## src/sv/hgcd_isqrt.sv

```systemverilog
// ----------------------------------------------------------------------------
// hgcd_isqrt
// pipelined floor square root of a 61-bit value, two result bits per stage
// ----------------------------------------------------------------------------
module hgcd_isqrt (
  input  logic        clk_i,
  input  logic        en_i,
  input  logic [60:0] v_i,
  output logic [30:0] r_o
);

  // restoring digit recurrence, 31 result bits, one bit per step, two per stage
  localparam int unsigned Bits = 31;
  localparam int unsigned Stg  = (Bits + 1) / 2;

  logic [61:0] rem [Stg+1];
  logic [30:0] root [Stg+1];
  logic [61:0] val [Stg+1];

  assign rem[0]  = '0;
  assign root[0] = '0;
  assign val[0]  = {1'b0, v_i};

  for (genvar s = 0; s < Stg; s++) begin : g_st
    logic [61:0] rm_d, vl_d;
    logic [30:0] rt_d;
    logic [63:0] trial;
    always_comb begin
      rm_d = rem[s]; rt_d = root[s]; vl_d = val[s];
      trial = '0;
      for (int k = 0; k < 2; k++) begin
        if (2 * s + k < Bits) begin
          rm_d  = {rm_d[59:0], vl_d[61:60]};
          vl_d  = {vl_d[59:0], 2'b00};
          trial = {31'd0, rt_d, 2'b01};
          if ({2'b00, rm_d} >= trial) begin
            rm_d = 62'({2'b00, rm_d} - trial);
            rt_d = {rt_d[29:0], 1'b1};
          end else begin
            rt_d = {rt_d[29:0], 1'b0};
          end
        end
      end
    end
    always_ff @(posedge clk_i) begin
      if (en_i) begin
        rem[s+1]  <= rm_d;
        root[s+1] <= rt_d;
        val[s+1]  <= vl_d;
      end
    end
  end

  assign r_o = root[Stg];

endmodule

```

## config.mk

```make
export PLATFORM = sky130hd
export DESIGN_NAME = hgcd_isqrt
export DESIGN_NICKNAME = d
export VERILOG_FILES = /design/src/sv/hgcd_isqrt.sv
export SDC_FILE = /design/constraint.sdc
export NUM_CORES = 2
export LEC_CHECK = 0
export BUFFER_PORTS_ARGS = -buffer_cell sky130_fd_sc_hd__buf_2
export CAP_MARGIN = 20
export CORE_UTILIZATION = 40
export CTS_CLUSTER_SIZE = 24
export DETAILED_ROUTE_END_ITERATION = 16
export GPL_ROUTABILITY_DRIVEN = 0
export PLACE_DENSITY = 0.58
export SLEW_MARGIN = 20
export SYNTH_ARGS = -nofsm -noshare
export SYNTH_HDL_FRONTEND = slang
export SYNTH_SLANG_ARGS = --single-unit
```

## constraint.sdc

```tcl
create_clock -name clk_i -period 10 [get_ports clk_i]
set_input_delay 1 -clock clk_i [delete_from_list [all_inputs] [get_ports clk_i]]
set_output_delay 1 -clock clk_i [all_outputs]
set_load 0.005 [all_outputs]
```

==> flow_summary.html <==
<table>
<tr><th>Metric</th><th>Value</th></tr>
<tr><th colspan="2">Routing</th></tr>
<tr><td># DRC</td><td>0</td></tr>
<tr><td>Detailed Routing Iterations Pass 1</td><td>9</td></tr>
<tr><td>Via count</td><td>90900</td></tr>
<tr><td>Number of DRC markers after the initial detailed-route iteration</td><td>9454</td></tr>
<tr><td>Residual antenna-violating net count after detailed routing</td><td>0</td></tr>
<tr><td>Post-DR wirelength/cell</td><td>21.4 um</td></tr>
<tr><td>Routed wire length</td><td>324000 um</td></tr>
<tr><td>Average via count per standard cell</td><td>6.01</td></tr>
<tr><th colspan="2">Layout</th></tr>
<tr><td>Fin area</td><td>120000 um^2</td></tr>
<tr><td># nets final</td><td>12000</td></tr>
<tr><td>Utilization after layout</td><td>43.9%</td></tr>
<tr><td>Growth of design area from synthesis to finish</td><td>9.19%</td></tr>
<tr><td>Share of post-route cells with drive strength above 1</td><td>6.53%</td></tr>
<tr><td>Post-route non-filler standard cell count</td><td>15100</td></tr>
<tr><th colspan="2">Clock network</th></tr>
<tr><td>Quantity of gates resized following cts</td><td>0</td></tr>
<tr><td>Clock tree buffer depth</td><td>4</td></tr>
<tr><td>Clock root buffer master</td><td>sky130_fd_sc_hd__clkbuf_16</td></tr>
<tr><td>Num CTS Buffers</td><td>179</td></tr>
<tr><td>Clock sink count</td><td>1566</td></tr>
<tr><td>CTS clk-pin slew, worst paths</td><td>60 ps</td></tr>
<tr><td>Post-CTS Repair Setup Buffers</td><td>0</td></tr>
<tr><td>H-tree Lvls</td><td>4</td></tr>
<tr><td>TritonCTS clock tree</td><td>done</td></tr>
<tr><td>Insertion delay to the later sink of the worst-skew pair</td><td>880 ps</td></tr>
<tr><td>Number of hold buffers added after cts</td><td>0</td></tr>
<tr><th colspan="2">Synth</th></tr>
<tr><td>Ys async rst share</td><td>0%</td></tr>
<tr><td>Post-synthesis register bit count</td><td>1566</td></tr>
<tr><td>Cell taking the most area after synthesis</td><td>sky130_fd_sc_hd__edfxtp_1</td></tr>
<tr><td>Cell area after synthesis</td><td>110000 um^2</td></tr>
<tr><td>Share of the yosys chip area belonging to registers</td><td>42.7%</td></tr>
<tr><td>Most used flip-flop cell after synthesis</td><td>sky130_fd_sc_hd__edfxtp_1</td></tr>
<tr><td>Portion of synthesized cell area occupied by the leading cell type</td><td>42.7%</td></tr>
<tr><td>Distinct cells, synth</td><td>116</td></tr>
<tr><td>Number of enable-type register cells in the synthesized netlist</td><td>1566</td></tr>
<tr><td>Synth Instances</td><td>11400</td></tr>
<tr><td>Average instance area after synthesis</td><td>9.63 um^2</td></tr>
<tr><td>Number of warnings printed during yosys synthesis</td><td>0</td></tr>
<tr><td>Largest cells by area after synthesis</td><td>sky130_fd_sc_hd__edfxtp_1, sky130_fd_sc_hd__xnor2_1, sky130_fd_sc_hd__ha_1</td></tr>
<tr><td>Number of nets produced by synthesis</td><td>12000</td></tr>
<tr><th colspan="2">Timing</th></tr>
<tr><td>Final WS setup</td><td>1050 ps</td></tr>
<tr><td>Final setup violation count</td><td>0</td></tr>
<tr><td>Aggregate negative setup slack</td><td>0 ps</td></tr>
<tr><td>Tightest slew margin relative to the limit</td><td>24.8%</td></tr>
<tr><td>Setup repair after global routing missed its margin</td><td>no</td></tr>
<tr><td>Upper clock frequency limit</td><td>112 MHz</td></tr>
<tr><td>Worst hold slack</td><td>286 ps</td></tr>
<tr><td>Slew Viols, Final</td><td>0</td></tr>
<tr><td>Portion of the clock cycle consumed by the worst path in the final layout</td><td>89.5%</td></tr>
<tr><td>Number of hold violations in the final report</td><td>0</td></tr>
<tr><td>Pin slew with the least headroom to its limit</td><td>1130 ps</td></tr>
<tr><td>Worst clock skew on the final layout</td><td>79.3 ps</td></tr>
<tr><td>Tmin final</td><td>8950 ps</td></tr>
<tr><th colspan="2">Worst setup path</th></tr>
<tr><td>Reg2reg start</td><td>rem[162]$_DFFE_PP_</td></tr>
<tr><td>Library cell contributing the largest single delay on the critical path</td><td>sky130_fd_sc_hd__a2111oi_0</td></tr>
<tr><td>Capturing element type of the critical path</td><td>flip-flop</td></tr>
<tr><td>Startpoint of the worst setup timing path</td><td>rem[162]$_DFFE_PP_</td></tr>
<tr><td>Chain of cells forming the critical path</td><td>or3_1 -&gt; nor4_2 -&gt; nand4_1 -&gt; a31oi_1 -&gt; nand3_2 -&gt; inv_1 -&gt; nor2_1 -&gt; nor2_1 -&gt; ha_1 -&gt; a21o_1 -&gt; o21bai_1 -&gt; a2111oi_0 -&gt; o31ai_1 -&gt; a21oi_1 -&gt; o32ai_1 -&gt; nor2_1 -&gt; o221ai_1 -&gt; buf_4 -&gt; or4_4 -&gt; nand4bb_1 -&gt; a211o_2 -&gt; buf_4 -&gt; mux2_1</td></tr>
<tr><td>Sort of element at the start of the critical path</td><td>flip-flop</td></tr>
<tr><td>Crit-path leading delay family</td><td>simple AND/OR/NAND/NOR gates</td></tr>
<tr><td>Category of the most critical setup path</td><td>reg2reg</td></tr>
<tr><td>Top cell by count, worst path</td><td>sky130_fd_sc_hd__nor2_1</td></tr>
<tr><td>Req. time, crit path</td><td>10630 ps</td></tr>
<tr><td>Crit path DAT</td><td>9580 ps</td></tr>
<tr><td>Peak per-stage delay on the critical path</td><td>770 ps</td></tr>
<tr><td>Maximum fanout along the worst path</td><td>41</td></tr>
<tr><td>Number of buffers and inverters on the critical path</td><td>3</td></tr>
<tr><th colspan="2">GRT</th></tr>
<tr><td>Pin count of the biggest net entering global routing</td><td>175</td></tr>
<tr><td>Number of global-route vias before repair</td><td>85900</td></tr>
<tr><td>Antenna violations before repair</td><td>6</td></tr>
<tr><td>Wire length of the first global-routing pass</td><td>497000 um</td></tr>
<tr><td>Global route overflow</td><td>0</td></tr>
<tr><td>Total routing resource utilization after global routing</td><td>22.5%</td></tr>
<tr><th colspan="2">Place</th></tr>
<tr><td>Placed insts</td><td>14800</td></tr>
<tr><td>Area post-placement</td><td>114000 um^2</td></tr>
<tr><td>Half-perimeter wire length after detailed placement</td><td>253000 um</td></tr>
<tr><td>Pre-CTS setup slack</td><td>1420 ps</td></tr>
<tr><td># port buffers</td><td>93</td></tr>
<tr><th colspan="2">Pwr</th></tr>
<tr><td>Maximum vdd drop</td><td>0.199 mV</td></tr>
<tr><td>Total power consumption of the routed design</td><td>28.7 mW</td></tr>
<tr><td>P per Cell Area</td><td>239 nW/um^2</td></tr>
<tr><td>Leakage power figure</td><td>42.2 nW</td></tr>
<tr><th colspan="2">Flow run</th></tr>
<tr><td>Max-cap check violation count</td><td>0</td></tr>
<tr><th colspan="2">Floorplan</th></tr>
<tr><td>CORE AREA</td><td>274000 um^2</td></tr>
<tr><td>Starting Density</td><td>40.2%</td></tr>
<tr><td>Row cnt</td><td>192</td></tr>
<tr><td>Vert. Die Dim</td><td>526 um</td></tr>
<tr><td>Die area</td><td>277000 um^2</td></tr>
<tr><td>Number of primary I/O pins</td><td>94</td></tr>
<tr><td>Overall die width</td><td>526 um</td></tr>
<tr><th colspan="2">Hold path</th></tr>
<tr><td>Worst hold path class</td><td>in2reg</td></tr>
<tr><td>Launch point of the worst hold path</td><td>v_i[25]</td></tr>
<tr><th colspan="2">Run status</th></tr>
<tr><td>Outcome</td><td>finished clean</td></tr>
</table>
==> synthesized netlist by cell type, types with 102 or more instances <==
master                     instances
sky130_fd_sc_hd__nor2_1          986
sky130_fd_sc_hd__a21oi_1         725
sky130_fd_sc_hd__nor3_1          489
sky130_fd_sc_hd__or3_1           210
sky130_fd_sc_hd__edfxtp_1       1566
sky130_fd_sc_hd__nand2b_1        102
sky130_fd_sc_hd__ha_1            523
sky130_fd_sc_hd__or2_2           109
sky130_fd_sc_hd__xnor2_1         864
sky130_fd_sc_hd__nand4_1         259
sky130_fd_sc_hd__xor2_1          487
sky130_fd_sc_hd__a21o_1          236
sky130_fd_sc_hd__or4_1           131
sky130_fd_sc_hd__nand2_1         865
sky130_fd_sc_hd__nand3_1         369
sky130_fd_sc_hd__nor4_1          303
sky130_fd_sc_hd__and3_1          115
sky130_fd_sc_hd__o21a_1          106
sky130_fd_sc_hd__inv_1           498
sky130_fd_sc_hd__clkbuf_1        315
sky130_fd_sc_hd__o21ai_0         450
==> area by class of cell <==
| type | count | area [um^2] |
|---|---|---|
| sequential | 1566 | 47000 |
| clock inverter | 119 | 1320 |
| antenna | 1 | 2.50 |
| timing repair buffer | 176 | 1200 |
| fill | 25900 | 154000 |
| clock buffer | 208 | 4590 |
| multi-input combinational | 8951 | 59600 |
| tap | 3589 | 4490 |
| inverter | 509 | 1920 |
==> routing by layer <==
| metal | vias up | wire length, um | global-route usage [%] |
|---|---|---|---|
| met5 | - | 0 | 0 |
| met4 | 0 | 14800 | 9.75 |
| met3 | 702 | 21900 | 3.15 |
| met2 | 3668 | 151000 | 37.2 |
| met1 | 43600 | 136000 | 29.2 |
| li1 | 42900 | - | - |
==> cell families (layout without fill, tap and decap cells) <==
logic type | Yosys count | after routing | share of synthesized area, %
AND/OR/NAND/NOR | 4534 | 4534 | 21.7
AO/OA/AOI/OAI | 2444 | 2444 | 14.6
flip-flops | 1566 | 1566 | 42.7
XOR/XNOR | 1352 | 1352 | 10.8
buffers and inverters | 901 | 1012 | 3.17
adder cells (fa/ha/maj) | 523 | 523 | 5.95
multiplexers | 98 | 98 | 0.976
other | 0 | 1 | 0
==> registers in the layout, summed over array words and instances (netlist names) <==
register    cells
rem           845
root          210
r_o            31
g_st.vl_d     392
val            58
g_st.trial     30
==> where the power goes <==
group	switching [mW]	leakage, nW	internal (mW)
sequential	1.02	15.1	8.69
combinational	7.64	24.3	4.72
clock	2.78	2.83	3.82
==> cell usage in the layout, fill, tap and decap left out, types with 86 or more instances in the layout <==
cell	n
sky130_fd_sc_hd__a21o_1	236
sky130_fd_sc_hd__a21oi_1	725
sky130_fd_sc_hd__and2_1	86
sky130_fd_sc_hd__and3_1	115
sky130_fd_sc_hd__buf_2	92
sky130_fd_sc_hd__clkbuf_16	179
sky130_fd_sc_hd__edfxtp_1	1566
sky130_fd_sc_hd__ha_1	523
sky130_fd_sc_hd__inv_1	498
sky130_fd_sc_hd__nand2_1	865
sky130_fd_sc_hd__nand2b_1	102
sky130_fd_sc_hd__nand3_1	368
sky130_fd_sc_hd__nand4_1	259
sky130_fd_sc_hd__nor2_1	986
sky130_fd_sc_hd__nor2b_1	97
sky130_fd_sc_hd__nor3_1	488
sky130_fd_sc_hd__nor4_1	297
sky130_fd_sc_hd__o21a_1	106
sky130_fd_sc_hd__o21ai_0	450
sky130_fd_sc_hd__o31ai_1	91
sky130_fd_sc_hd__or2_2	109
sky130_fd_sc_hd__or3_1	209
sky130_fd_sc_hd__or4_1	131
sky130_fd_sc_hd__xnor2_1	864
sky130_fd_sc_hd__xor2_1	487
==> path summary, 6_finish.rpt <==
kind / endpoint / slack, ps / cells after the start
max: rem[73]$_DFFE_PP_ / 1050 / 23
min: g_st[1].vl_d[33]$_DFFE_PP_ / 290 / 1
max reg2reg: rem[73]$_DFFE_PP_ / 1050 / 23
min reg2reg: g_st[5].vl_d[26]$_DFFE_PP_ / 370 / 0
Note: power is estimated with default switching activity, not from simulation.
